## src/sv/amds_pkg.sv

```systemverilog
// ----------------------------------------------------------------------------
// amds_pkg
// types and constants shared by the adjacency matrix degree store
// ----------------------------------------------------------------------------
`default_nettype none

package amds_pkg;

    localparam int MAX_VERTICES = 64;

    localparam int PADDR_W = 3;
    localparam logic [PADDR_W-1:0] ADDR_VERTEX_COUNT = 3'd0;
    localparam logic [6:0] VERTEX_COUNT_RESET = 7'd64;

    typedef enum logic [2:0] {
        MODE_INSERT = 3'd0,
        MODE_REMOVE = 3'd1,
        MODE_TEST   = 3'd2,
        MODE_NEXT   = 3'd3,
        MODE_COUNT  = 3'd4,
        MODE_MAX    = 3'd5,
        MODE_MIN    = 3'd6,
        MODE_UNUSED = 3'd7
    } mode_t;

    typedef enum logic [2:0] {
        OP_NONE,
        OP_INSERT,
        OP_REMOVE,
        OP_TEST,
        OP_NEXT,
        OP_COUNT,
        OP_MAX,
        OP_MIN
    } op_t;

    typedef enum logic [2:0] {
        ST_IDLE,
        ST_CHECK,
        ST_WRITE_B,
        ST_SCAN_ROW,
        ST_SCAN_DEG
    } state_t;

    typedef struct packed {
        logic [2:0] mode;
        logic [5:0] vertex_a;
        logic [5:0] vertex_b;
        logic       from_start;
        logic [6:0] degree_query;
    } in_item_t;

    typedef struct packed {
        logic       found;
        logic [5:0] vertex_out;
        logic [6:0] count_out;
    } out_item_t;

    typedef struct packed {
        op_t        op;
        logic [5:0] vertex_a;
        logic [5:0] vertex_b;
        logic       from_start;
        logic [6:0] degree_query;
        logic [6:0] n;
    } cmd_t;

    typedef struct packed {
        logic valid;
        cmd_t cmd;
    } queue_out_t;

endpackage

`default_nettype wire

```

## src/sv/amds_front.sv

```systemverilog
// ----------------------------------------------------------------------------
// amds_front
// accepts requests, range checks and classifies them, queues commands
// ----------------------------------------------------------------------------
`default_nettype none

module amds_front
    import amds_pkg::*;
(
    input  wire logic       aclk,
    input  wire logic       aresetn,
    input  wire logic       s_valid,
    output logic            s_ready,
    input  wire in_item_t   s_data,
    input  wire logic [6:0] vertex_count,
    output queue_out_t      q_out,
    input  wire logic       q_pop
);

    cmd_t       cmd;
    logic [6:0] n;
    logic       a_ok;
    logic       b_ok;
    cmd_t       fifo_reg [2];
    logic       wr_ptr_reg, wr_ptr_next;
    logic       rd_ptr_reg, rd_ptr_next;
    logic [1:0] cnt_reg, cnt_next;
    logic       push;

    always_comb begin
        if (32'(vertex_count) > MAX_VERTICES) begin
            n = 7'(MAX_VERTICES);
        end else begin
            n = vertex_count;
        end
        a_ok = {1'b0, s_data.vertex_a} < n;
        b_ok = {1'b0, s_data.vertex_b} < n;
        cmd.vertex_a     = s_data.vertex_a;
        cmd.vertex_b     = s_data.vertex_b;
        cmd.from_start   = s_data.from_start;
        cmd.degree_query = s_data.degree_query;
        cmd.n            = n;
        unique case (mode_t'(s_data.mode))
            MODE_INSERT: cmd.op = (a_ok && b_ok) ? OP_INSERT : OP_NONE;
            MODE_REMOVE: cmd.op = (a_ok && b_ok) ? OP_REMOVE : OP_NONE;
            MODE_TEST:   cmd.op = (a_ok && b_ok) ? OP_TEST : OP_NONE;
            MODE_NEXT:   cmd.op = a_ok ? OP_NEXT : OP_NONE;
            MODE_COUNT:  cmd.op = (n != '0) ? OP_COUNT : OP_NONE;
            MODE_MAX:    cmd.op = (n != '0) ? OP_MAX : OP_NONE;
            MODE_MIN:    cmd.op = (n != '0) ? OP_MIN : OP_NONE;
            default:     cmd.op = OP_NONE;
        endcase
    end

    assign s_ready = (cnt_reg != 2'd2);
    assign push    = s_valid && s_ready;

    always_comb begin
        wr_ptr_next = wr_ptr_reg;
        rd_ptr_next = rd_ptr_reg;
        cnt_next    = cnt_reg;
        if (push) begin
            wr_ptr_next = ~wr_ptr_reg;
        end
        if (q_pop) begin
            rd_ptr_next = ~rd_ptr_reg;
        end
        if (push && !q_pop) begin
            cnt_next = cnt_reg + 2'd1;
        end else if (!push && q_pop) begin
            cnt_next = cnt_reg - 2'd1;
        end
    end

    always_ff @(posedge aclk) begin
        if (!aresetn) begin
            wr_ptr_reg <= 1'b0;
            rd_ptr_reg <= 1'b0;
            cnt_reg    <= 2'd0;
        end else begin
            wr_ptr_reg <= wr_ptr_next;
            rd_ptr_reg <= rd_ptr_next;
            cnt_reg    <= cnt_next;
        end
    end

    always_ff @(posedge aclk) begin
        if (push) begin
            fifo_reg[wr_ptr_reg] <= cmd;
        end
    end

    assign q_out.valid = (cnt_reg != 2'd0);
    assign q_out.cmd   = fifo_reg[rd_ptr_reg];

endmodule

`default_nettype wire

```

## config.mk

```make
export PLATFORM = sky130hd
export DESIGN_NAME = amds_front
export DESIGN_NICKNAME = d
export VERILOG_FILES = /design/src/sv/amds_pkg.sv /design/src/sv/amds_front.sv
export SDC_FILE = /design/constraint.sdc
export NUM_CORES = 1
export LEC_CHECK = 0
export BUFFER_PORTS_ARGS = -buffer_cell sky130_fd_sc_hd__clkbuf_2
export CORE_MARGIN = 2
export CORE_UTILIZATION = 35
export CTS_CLUSTER_DIAMETER = 150
export DETAILED_ROUTE_END_ITERATION = 16
export PLACE_DENSITY = 0.66
export SETUP_SLACK_MARGIN = 0.4
export SLEW_MARGIN = 0
export SYNTH_ARGS = -nofsm -noshare
export SYNTH_HDL_FRONTEND = slang
export SYNTH_SLANG_ARGS = --single-unit
```

## constraint.sdc

```tcl
create_clock -name aclk -period 2.3 [get_ports aclk]
set_clock_uncertainty 0.1 [all_clocks]
set_input_delay 0.115 -clock aclk [delete_from_list [all_inputs] [get_ports aclk]]
set_output_delay 0.115 -clock aclk [all_outputs]
set_load 0.03 [all_outputs]
```

-- Yosys cells after proc, flatten, opt, wreduce, memory -nomap -nowiden
Memories as Yosys holds them, arrays and structs flattened. A register that Yosys moved wholly into a read port is not among the register bits.
Index checks and enable logic that the tools add are counted.
- $add $sub $neg: 2
- shift operators: 0
- multiply operators: 0
- div/mod/pow operators: 0
- order comparisons: 3
- equality and inequality tests: 7
- reductions and logical operators: 10
- bitwise operators: 2
- mux-type cells: 15
- operator list (kind ; number):
    3-bit one-hot mux with 7 select lines ; 1
    6-bit by 7-bit < comparator with 1-bit output ; 2
    3-bit 2-to-1 mux ; 4
    3-bit == test (second input constant) ; 3
    2-bit 2-to-1 mux ; 4
    7-bit greater-than comparator (second input constant) ; 1
    7-bit 2-to-1 mux ; 1
    7-bit nonzero test ; 1
    3-bit by 2-bit == test with 1-bit output (second input constant) ; 2
    1-bit 2-to-1 mux ; 5
    1-bit logical AND ; 4
    2-bit nonzero test ; 2
    3-bit by 1-bit == test with 1-bit output (second input constant) ; 1
    3-bit logical NOT ; 1
    2-bit by 1-bit adder with 2-bit output (second input constant) ; 1
    1-bit logical NOT ; 2
    2-bit inequality test (second input constant) ; 1
    1-bit NOT ; 2
    2-bit by 1-bit subtractor with 2-bit output (second input constant) ; 1
- ROM bits: 0
- RAM bits: 60
- logic and storage cells: 43
- flip-flop bits (word level): 4
- memories kept: 1
- output and inout port bits: 32
- latch bits: 0
- bits of input ports: 34
- memories (memory ; depth ; width ; rd ports ; clocked after Yosys merged registers in ; write ports ; line ; text):
    fifo_reg ; 2 ; 30 ; 1 ; 1 ; 1 ; amds_front.sv:24 ; cmd_t fifo_reg [2];

-- Longest topological paths before layout
Gate-level depths: netlist of run 1.
- depth in word-level cells: 6
- gate-level depth with buffers: 7
- gate-level depth less buffers: 7

-- Least setup slack after synthesis of run 1
Ideal clock, no wire load.
- kind: flip-flop to flip-flop
- from: reg cnt_reg[0]
- to: mem fifo_reg[0][0] in the netlist's numbering (enable)
- slack: -0.362 ns
- period minus slack after synthesis: 2.662 ns
- data arrival time: 2.143 ns
- library setup time: 0.418 ns
- cell stages (with the launch flop): 4
- path buffers: 0
- data required time: 1.782 ns
- path through: dfxtp_1 > nand2b_1 > nand2_1 > nor2_1
- cells in the longest elaborated chain, start to end: 4
- RTL lines (element ; line ; text):
    from (decl) ; amds_front.sv:27 ; logic [1:0] cnt_reg, cnt_next;
    from (signal assigned) ; amds_front.sv:83 ; cnt_reg <= cnt_next;
    2-bit inequality test ; amds_front.sv:55 ; assign s_ready = (cnt_reg != 2'd2);
    via s_ready ; amds_front.sv:13 ; output logic s_ready,
    1-bit logical AND ; amds_front.sv:56 ; assign push = s_valid && s_ready;
    1-bit 2-to-1 mux ; amds_front.sv:88 ; if (push) begin
    1-bit 2-to-1 mux (not written as such) ; amds_front.sv:89 ; fifo_reg[wr_ptr_reg] <= cmd;
    to (decl) ; amds_front.sv:24 ;
The timed path passes the listed nets, and every way through them passes these cells.

==> results of run 1 <==
## final cells by class
| cell class | instances | area, sq um |
|---|---|---|
| clock buffer | 10 | 127.6 |
| clock inverter | 6 | 58.81 |
| fill | 695 | 3970 |
| inverter | 7 | 26.28 |
| multi-input combinational | 88 | 807.0 |
| sequential | 65 | 1902 |
| tap | 102 | 127.6 |
| timing repair buffer | 91 | 588.1 |
## kinds of logic (layout without fill, tap and decap cells)
group                    count (synthesis)  in the layout
XOR/XNOR                                 5              5
AND/OR/NAND/NOR                         27             27
adder cells (fa/ha/maj)                 11             11
AO/OA/AOI/OAI                           15             15
buffers and inverters                   11            114
flip-flops                              65             65
multiplexers                            30             30
## cell usage after synthesis
library cell,n
xnor2_1,2
buf_2,3
clkbuf_1,1
o21ai_0,2
and2_1,4
and3_1,1
nor2b_1,2
a21oi_1,4
dfxtp_1,5
nor2_1,1
mux2_2,30
nor3_1,3
a21o_1,2
or3_1,1
edfxtp_1,60
inv_1,7
ha_1,11
nand2_1,4
a211oi_2,1
xor2_1,3
or2_2,1
nand2b_1,7
o21a_1,2
nor4_1,1
o21ai_1,1
nand3_1,2
a21boi_0,1
a31oi_1,1
o2bb2ai_1,1
## layer usage
| metal | part of all wire (%) | vias up | wire, um | track usage, % |
|---|---|---|---|---|
| met5 | 0 | - | 0 | 0 |
| met4 | 1.8 | 0 | 95 | 5.721 |
| met3 | 4.7 | 9 | 245 | 2.958 |
| met2 | 48 | 52 | 2493 | 21.69 |
| met1 | 46 | 796 | 2372 | 15.89 |
| li1 | - | 815 | - | - |
## timing repair
action                                  CTS  global route
endpoints found under the setup margin    0             4
resized for setup                         0             4
endpoints found under the hold margin    47             0
hold buffers                             22             0
## through the flow
stage / total power, W / hold WS [ps]
after global placement: 0.002121 / 204.7
after floorplan: 0.001926 / 113.9
final: 0.003042 / 26.31
after detailed placement: 0.002135 / 208.4
after CTS: 0.003083 / 9.922
after global routing: 0.003193 / 15.87
## worst paths after layout
path | start | endpoint | cells after the start
max | s_data[10] | fifo_reg[0][27] | 8
min | s_data[20] | fifo_reg[1][27] | 2
max reg2reg | cnt_reg[0] | cnt_reg[1] | 6
min reg2reg | cnt_reg[1] | cnt_reg[1] | 2
## worst reg2reg max path, cell delays in order (launching register included)
cell	delay [ps]
dfxtp_1	350
nand2b_1	200
nand2_1	160
inv_1	60
ha_1	310
or3_1	340
a21boi_0	160
## where the power goes
| group | internal, W | leakage, nW | switching [W] |
|---|---|---|---|
| Sequential | 0.00143 | 0.605 | 0.0000325 |
| Combinational | 0.000252 | 0.747 | 0.000416 |
| Clock | 0.000493 | 0.0897 | 0.000414 |
==> impl_metrics.py, run 1 <==
metrics = {
    "finish": {
        "final_common_cell": "clkbuf_2",
        "largest_register_ffs": 60,
        "final_net_count": 307,
        "final_cells": 369,
        "fin_area_sq_um": 3637,
        "areaGrowthSynthToFinish_pct": 33.90,
        "final_cell_mix": "clkbuf_2, edfxtp_1, mux2_2",
        "diodes": 0,
        "drive_gt1_share_pct": 45.32,
        "fin_util_pct": 47.81,
    },
    "grt": {
        "grt_max_degree": 32,
        "grt_pass1_vias": 1757,
        "grt_pass1_wl_um": 8293,
        "grt.total_usage_pct": 12.91,
        "gr-total-overflow": 0,
        "antenna_found_initial": 0,
    },
    "sta": {
        "hold_viol": 0,
        "worst_slack_ps": 517.6,
        "fmax_ghz": 0.5610,
        "finalSetupTns_ps": 0,
        "rsz0062_at_grt": "no",
        "min_period_ps": 1782,
        "relSlewSlack_pct": 70.45,
        "worstMarginPinSlew_ps": 443.2,
        "post-route-period-util_pct": 77.50,
        "setup_viol": 0,
        "slew_violations": 0,
    },
    "die": {
        "dieHeight_um": 92.10,
        "die_area_sq_um": 8481,
        "core_sq_um": 7607,
        "num_rows": 32,
        "ios": 66,
        "start_util_pct": 35.71,
        "die_x_um": 92.10,
    },
    "placement": {
        "port_buffers": 65,
        "placed_cells": 331,
        "detailed_place_hpwl_um": 3520,
        "finalWeightedCongestion": 0.8214,
        "placed_area_sq_um": 3202,
        "pre_cts_slack_ps": 334.7,
    },
    "yosys": {
        "synthCells": 164,
        "synth.avg_cell_area_sq_um": 16.56,
        "ys_warn_count": 0,
        "yosysTopAreaCell": "edfxtp_1",
        "netlist_area_sq_um": 2716,
        "synth-simple-area-share_pct": 5.527,
        "syn_nets": 209,
        "synth_compound_area_share_pct": 3.685,
        "ys_seq_area_share_pct": 70.01,
        "ys_seq_elements": 65,
        "netlist.area_leader.share_pct": 66.33,
        "synth_top_family_by_area": "multiplexers",
        "muxShareOfSynthArea_pct": 12.44,
        "synth_adder_area_share_pct": 5.067,
        "synth_cell_types": 29,
        "synthXorXnorAreaFrac_pct": 1.612,
        "netlist_top_cells_area": "edfxtp_1, mux2_2, ha_1",
    },
    "detailed_routing": {
        "drt-pass1-iter-count": 4,
        "vias_per_cell": 4.531,
        "num_vias": 1672,
        "drc": 0,
        "routed_wl_um": 5206,
        "wl_per_cell_um": 14.11,
        "ant_nets": 0,
        "drt_iter0_markers": 63,
    },
    "clock_network": {
        "cts_max_level": 3,
        "clock_latency_ps": 330,
        "clkTransAtPathRegs_ps": 70,
        "cts_setup_buffers": 0,
        "cts_made_buffers": 9,
        "cts_root_buf": "clkbuf_8",
        "cts_tree": "built",
        "clock_tree.buffer_depth": 2,
        "clock_sinks": 65,
    },
    "pwr": {
        "irDropWorstVdd_mv": 0.3699,
        "powerDensity_nw_per_um2": 836.2,
        "leakage_nw": 1.442,
    },
    "hold_path": {
        "hp-class": "primary input to flop",
    },
    "worst_setup_path": {
        "crit_slowest_cell": "dlygate4sd3_1",
        "crit_path_end_kind": "flop",
        "crit_arrival_ps": 1760,
        "slowest_delay_ps": 530,
        "cp_top_family": "buffers and inverters",
        "crit_type": "primary input to flop",
        "cp_max_fo": 3,
        "critPathLaunchType": "primary input",
        "ff2ff_setup_slack_ps": 560,
        "crit_buf_inv": 2,
        "crit_required_ps": 2280,
        "crit_chain": "dlygate4sd3_1, clkbuf_2, ha_1, nand2_1, o21ai_0, nand3_1, a21oi_1, nor3_2",
    },
    "flow_run": {
        "cap_violations": 0,
    },
    "outcome": {
        "outcome": "complete, no violations",
    },
}
Note: power is estimated with default switching activity, not from simulation.
==> inputs of run 2 (changes only) <==
--- a/config.mk
+++ b/config.mk
@@ -5,6 +5,7 @@
 export SDC_FILE = /design/constraint.sdc
 export NUM_CORES = 1
 export LEC_CHECK = 0
+export ABC_AREA = 1
 export BUFFER_PORTS_ARGS = -buffer_cell sky130_fd_sc_hd__clkbuf_2
 export CORE_MARGIN = 2
 export CORE_UTILIZATION = 35
==> constraint.sdc (replaced) <==
create_clock -name aclk -period 1.54 [get_ports aclk]
set_clock_uncertainty 0.1 [all_clocks]
set_input_delay 0.077 -clock aclk [delete_from_list [all_inputs] [get_ports aclk]]
set_output_delay 0.077 -clock aclk [all_outputs]
set_load 0.03 [all_outputs]
==> run 2 against run 1 <==
  * The flow now finishes with violations (setup timing)
  * Combinational power up 140%
  * Sequential power up 47%
  * Area after synthesis up 2.8%
  * Via count up 25%
  * Clock-buffer cell count unchanged
  * Critical path depth down 5
  * Global-route usage up 3.3 points
  * Synthesized cell count up 23%
  * Register-to-register slack worse by 450 ps
  * First-iteration DRC count up 6.3%
  * Clock power up 87%
  * Critical endpoint is now q_out[0]
==> impl_metrics.py, run 2 <==
metrics = {
    "outcome": {
        "outcome": "finished, violations left",
        "violations": "setup timing",
    },
    "clock_network": {
        "cts_made_buffers": 9,
        "cts_tree": "built",
        "clock_tree.buffer_depth": 2,
        "cts_max_level": 3,
        "clkTransAtPathRegs_ps": 70,
        "clock_sinks": 65,
        "clock_latency_ps": 340,
        "cts_root_buf": "clkbuf_8",
    },
    "finish": {
        "final_cell_mix": "edfxtp_1, buf_8, mux2_4, clkbuf_2, dlygate4sd3_1",
        "diodes": 0,
        "final_cells": 452,
        "areaGrowthSynthToFinish_pct": 79.02,
        "largest_register_ffs": 60,
        "final_net_count": 390,
        "fin_util_pct": 64.67,
        "drive_gt1_share_pct": 56.86,
        "final_common_cell": "edfxtp_1",
    },
    "die": {
        "dieHeight_um": 93.31,
        "num_rows": 32,
        "ios": 66,
        "core_sq_um": 7727,
        "start_util_pct": 36.12,
        "die_area_sq_um": 8706,
        "die_x_um": 93.31,
    },
    "yosys": {
        "yosysTopAreaCell": "edfxtp_1",
        "synth.most_common_cell": "edfxtp_1",
        "ys_seq_elements": 65,
        "synth_edf_count": 60,
        "synth-simple-area-share_pct": 7.530,
        "netlist_area_sq_um": 2791,
        "synth.avg_cell_area_sq_um": 13.89,
        "netlist.area_leader.share_pct": 64.55,
        "syn_nets": 246,
        "synth-main-ff-cell": "edfxtp_1",
        "synthCells": 201,
        "netlist_top_cells_area": "edfxtp_1, mux2_2, ha_1",
        "synth_top_family_by_area": "multiplexers",
        "synth_adder_area_share_pct": 4.931,
        "synth_common_cells": "edfxtp_1, nand2_1, mux2_2",
        "synth_cell_types": 20,
        "muxShareOfSynthArea_pct": 12.10,
        "ys_seq_area_share_pct": 68.13,
        "synth_compound_area_share_pct": 3.900,
        "ys_warn_count": 0,
        "synthXorXnorAreaFrac_pct": 0,
        "ys_async_sr_fraction_pct": 0,
    },
    "grt": {
        "grt_max_degree": 19,
        "gr-total-overflow": 0,
        "antenna_found_initial": 0,
        "grt_pass1_vias": 2120,
        "grt.total_usage_pct": 16.18,
        "grt_pass1_wl_um": 10480,
    },
    "placement": {
        "port_buffers": 65,
        "placed_cells": 384,
        "finalWeightedCongestion": 0.8178,
        "detailed_place_hpwl_um": 3932,
        "pre_cts_slack_ps": -363.9,
    },
    "pwr": {
        "powerDensity_nw_per_um2": 1090,
        "pwr-share-seq_pct": 39.7,
        "p_int_w": 0.004042,
        "clockPowerShare_pct": 31.1,
        "swShare_pct": 25.83,
        "switching_power_w": 0.001407,
        "pwr-share-comb_pct": 29.2,
        "p_total_w": 0.005449,
        "irDropWorstVdd_mv": 0.6131,
        "leakage_nw": 2.105,
    },
    "detailed_routing": {
        "num_vias": 2090,
        "wl_per_cell_um": 16.28,
        "vias_per_cell": 4.624,
        "drt-pass1-iter-count": 4,
        "drc": 0,
        "routed_wl_um": 7358,
        "ant_nets": 0,
        "drt_iter0_markers": 67,
    },
    "worst_setup_path": {
        "crit_chain": "clkbuf_16, mux2_4, buf_8",
        "crit_type": "flop to output pin",
        "crit_slowest_cell": "dfxtp_4",
        "crit_path_end_kind": "output pin",
        "cp_max_fo": 6,
        "crit_required_ps": 1360,
        "crit_arrival_ps": 1460,
        "critPathLaunchType": "flop",
        "slowest_delay_ps": 460,
    },
    "sta": {
        "post-route-period-util_pct": 106.0,
        "worst_slack_ps": -92.92,
        "min_period_ps": 1633,
        "slew_violations": 0,
        "fmax_ghz": 0.6124,
        "finalSetupTns_ps": -2328,
        "rsz0062_at_grt": "yes",
        "hold_viol": 0,
        "worstMarginPinSlew_ps": 246.2,
        "relSlewSlack_pct": 83.46,
        "setup_viol": 36,
    },
    "flow_run": {
        "cap_violations": 0,
    },
    "hold_path": {
        "hp-class": "primary input to flop",
    },
}
run 2: cell types whose count changed after synthesis, moves of 3 or more:
cell / before / now
nand2_1: 4 / 32
nor2_1: 1 / 15
inv_1: 7 / 18
nand2b_1: 7 / 0
o21ai_0: 2 / 7
and2_1: 4 / 0
a21oi_1: 4 / 7
xor2_1: 3 / 0
run 2: critical path, delay by kind of cell (launching register included):
kind	cells	cell delay, ps
buf+inv	2	340
flops	1	460
mux	1	310
run 2: final timing paths:
check | startpoint | endpoint | slack, ps | depth (start not counted)
hold / removal | vertex_count[6] | fifo_reg[1][6] | 60 | 2
setup reg to reg | cnt_reg[0] | cnt_reg[1] | 110 | 9
setup / recovery | flop | q_out[0] | -90 | 3
hold reg to reg | rd_ptr_reg | flop | 460 | 3
run 2: cell type report:
cell class / instances / area, sq um
Fill cell: 544 / 2730
Clock buffer: 10 / 127.6
Inverter: 19 / 76.32
Timing Repair Buffer: 137 / 1556
Multi-Input combinational cell: 113 / 1095
Sequential cell: 65 / 1908
Tap cell: 102 / 127.6
Clock inverter: 6 / 106.4
run 2: through the flow:
stage	instance area, sq um	hold slack, ps
after floorplan	2875	75.87
after global placement	3517	166.3
after detailed placement	3517	170.4
after CTS	4618	40.74
after global routing	4997	66.16
final	4997	62.32
run 2: logic make-up (layout without fill, tap and decap cells):
| logic type | count (synthesis) | after routing |
|---|---|---|
| adder cells (fa/ha/maj) | 11 | 11 |
| multiplexers | 30 | 30 |
| flip-flops | 65 | 65 |
| AO/OA/AOI/OAI | 19 | 19 |
| buffers and inverters | 23 | 172 |
| AND/OR/NAND/NOR | 53 | 53 |
run 2: repair_timing:
action	CTS	global route
gates resized for setup	102	79
hold endpoints to repair	45	0
setup endpoints to repair	100	101
setup buffers	13	8
pin swaps	7	12
gates cloned	4	5
hold buffers	22	0
run 2: power by group through the flow:
| stage | logic, W | registers (W) | clock network (W) |
|---|---|---|---|
| 2_1_floorplan | 0.000582 | 0.00217 | 0 |
| 3_3_place_gp | 0.000893 | 0.00218 | 0 |
| 3_5_place_dp | 0.000905 | 0.00219 | 0 |
| 4_1_cts | 0.00134 | 0.00215 | 0.00173 |
| 5_1_grt | 0.00168 | 0.00218 | 0.00182 |
| 6_report | 0.00159 | 0.00216 | 0.00170 |
run 2: routing by layer:
layer  GRT usage [%]  wire length (um)  vias to the layer above  share of wire [%]
met3           4.110               250                        5                3.4
met2           28.12              3945                       48                 54
met1           19.29              3080                     1015                 42
met4           6.005                81                        0                1.1
li1                -                 -                     1022                  -
met5               0                 0                        -                  0
==> inputs of run 3 (changes only) <==
--- a/config.mk
+++ b/config.mk
@@ -7,11 +7,12 @@
 export LEC_CHECK = 0
 export ABC_AREA = 1
 export BUFFER_PORTS_ARGS = -buffer_cell sky130_fd_sc_hd__clkbuf_2
+export CAP_MARGIN = 10
 export CORE_MARGIN = 2
-export CORE_UTILIZATION = 35
+export CORE_UTILIZATION = 45
 export CTS_CLUSTER_DIAMETER = 150
 export DETAILED_ROUTE_END_ITERATION = 16
-export PLACE_DENSITY = 0.66
+export PLACE_DENSITY = 0.79
 export SETUP_SLACK_MARGIN = 0.4
 export SLEW_MARGIN = 0
 export SYNTH_ARGS = -nofsm -noshare
==> run 3 against run 2 <==
  * The flow still finishes with violations (setup timing)
  * Sequential power barely moved
  * Sequential cell count did not move
  * Maximum frequency fell by 2.7%
  * Combinational power barely moved
  * Total power fell by 5.3%
  * Largest cell class unchanged
==> impl_metrics.py, run 3 (synthesis gave the netlist of run 2 again) <==
metrics = {
    "outcome": {
        "outcome": "finished, violations left",
        "violations": "setup timing",
    },
    "grt": {
        "grt_pass1_vias": 2191,
        "antenna_found_initial": 0,
        "grt.total_usage_pct": 21.80,
        "grt_pass1_wl_um": 10350,
        "grt_max_degree": 14,
        "gr-total-overflow": 0,
    },
    "clock_network": {
        "clkTransAtPathRegs_ps": 70,
        "cts_root_buf": "clkbuf_8",
        "clock_latency_ps": 350,
        "cts_tree": "built",
        "clock_sinks": 65,
        "clock_tree.buffer_depth": 2,
        "cts_made_buffers": 9,
        "cts_max_level": 3,
    },
    "sta": {
        "relSlewSlack_pct": 79.24,
        "fmax_ghz": 0.5956,
        "rsz0062_at_grt": "yes",
        "slew_violations": 0,
        "min_period_ps": 1679,
        "worst_slack_ps": -138.8,
        "post-route-period-util_pct": 109.0,
        "hold_viol": 0,
        "worstMarginPinSlew_ps": 309.0,
        "setup_viol": 36,
    },
    "detailed_routing": {
        "drt-pass1-iter-count": 4,
        "num_vias": 2191,
        "vias_per_cell": 5.217,
        "drc": 0,
        "routed_wl_um": 8189,
        "ant_nets": 0,
        "drt_iter0_markers": 141,
        "wl_per_cell_um": 19.50,
    },
    "hold_path": {
        "hp-class": "primary input to flop",
        "timing.hold.worst_endpoint": "fifo_reg[0][4]",
        "min_from": "vertex_count[4]",
        "holdPathStages": 3,
    },
    "placement": {
        "detailed_place_hpwl_um": 3682,
        "placed_cells": 354,
        "port_buffers": 65,
        "pre_cts_slack_ps": -377.4,
        "finalWeightedCongestion": 0.8154,
    },
    "worst_setup_path": {
        "crit_required_ps": 1530,
        "crit_type": "primary input to flop",
        "cp_top_family": "simple AND/OR/NAND/NOR gates",
        "crit_chain": "clkbuf_2, inv_1, nand4_1, nand2_1, inv_2, nor2_4, inv_2, ha_4, nand2_2, inv_2, nand2_1, nand2_1, nand2_1, nand2_2, nor2_2, o21ai_1, nand2_1",
        "reg2reg_from": "cnt_reg[0]",
        "critPathLaunchType": "primary input",
        "crit_slowest_cell": "ha_4",
        "slowest_delay_ps": 280,
        "crit_path_end_kind": "flop",
        "crit_arrival_ps": 1660,
        "ff2ff_setup_slack_ps": 60,
        "ff2ff_path_depth": 7,
        "crit_path_frequent_cell": "nand2_1",
        "crit_buf_inv": 5,
        "cp_max_fo": 2,
        "r2r-end": "fifo_reg[0][4]",
    },
    "die": {
        "num_rows": 28,
        "start_util_pct": 46.87,
        "die_x_um": 82.76,
        "ios": 66,
        "core_sq_um": 5956,
        "die_area_sq_um": 6849,
        "dieHeight_um": 82.76,
    },
    "finish": {
        "multi_input_area_sq_um": 1071,
        "final_cells": 420,
        "regArea_sq_um": 1908,
        "diodes": 0,
        "fillers": 307,
        "largest_register_ffs": 60,
        "final_net_count": 385,
        "areaGrowthSynthToFinish_pct": 73.91,
        "final_cell_mix": "edfxtp_1, buf_8, mux2_4",
        "drive_gt1_share_pct": 54.78,
        "final_common_cell": "edfxtp_1",
    },
    "pwr": {
        "pwr-share-comb_pct": 30.6,
        "swShare_pct": 28.30,
        "pwr-share-seq_pct": 42.0,
        "powerDensity_nw_per_um2": 1063,
        "clockPowerShare_pct": 27.4,
        "irDropWorstVdd_mv": 0.7286,
        "switching_power_w": 0.001460,
        "leakage_nw": 2.056,
        "p_int_w": 0.003701,
    },
    "flow_run": {
        "cap_violations": 0,
    },
}
[run 3: changes by cell type in the layout (fill, tap and decap cells not counted), moves of 2 or more]
cell and delta:
buf_16 +3, buf_4 -3, buf_12 -4, nand2_2 -4, nand2_1 +4, bufinv_16 -2
[run 3: final cells by class]
class / instances / share of cell area (%)
sequential: 65 / 39.30
timing repair buffer: 132 / 31.26
multi-input combinational: 113 / 22.06
clock buffer: 11 / 2.706
tap: 75 / 1.933
inverter: 19 / 1.572
clock inverter: 5 / 1.160
[run 3: how the worst max path moves through the flow]
stage                               start               to  slack, ps  cells after the start
after floorplan           vertex_count[1]  fifo_reg[0][27]       -120                     15
after global placement    vertex_count[1]  fifo_reg[0][27]       -290                     17
after detailed placement  vertex_count[1]  fifo_reg[0][27]       -380                     17
after CTS                            flop        q_out[28]        -70                      3
after global routing      vertex_count[0]  fifo_reg[1][28]       -280                     17
final                     vertex_count[0]  fifo_reg[0][28]       -140                     17
[run 3: power by group through the flow]
stage	clock network [W]	logic, W	registers [W]
2_1_floorplan	0	0.000582	0.00217
3_3_place_gp	0	0.000861	0.00218
3_5_place_dp	0	0.000875	0.00219
4_1_cts	0.00141	0.00132	0.00215
5_1_grt	0.00151	0.00166	0.00218
6_report	0.00141	0.00158	0.00217
[run 3: what timing repair did]
action                                  CTS  global route
cloned                                    6             3
pin swaps                                 5            11
setup buffers                            15             4
hold buffers                             22             0
endpoints found under the setup margin  100           101
endpoints found under the hold margin    45             0
resized for setup                       104            78
[run 3: worst reg2reg max path: stages (launching register included)]
cell and delay [ps]:
dfxtp_2 350, inv_4 50, nand2_8 80, nand2_8 60
buf_6 120, nor2_4 140, buf_6 140, buf_12 140
[run 3: stage by stage]
step | hold slack (ps) | util [%] | instance area, sq um | setup TNS (ps) | power (W)
floorplan | 75.87 | - | 2875 | -675.0 | 0.002757
global placement | 165.8 | 57.69 | 3436 | -1579 | 0.003038
detailed placement | 170.1 | 57.69 | 3436 | -2091 | 0.003061
CTS | 27.60 | 76.43 | 4552 | -1439 | 0.004886
global route | 32.39 | 81.51 | 4855 | -4882 | 0.005348
finish | 20.48 | 81.51 | 4855 | -3291 | 0.005161
[run 3: layer usage]
layer  global-route usage, %  share of wire (%)
met1                   23.01                 36
met2                   38.47                 55
met3                   7.174                5.5
met4                   11.48                3.0
met5                       0                  0
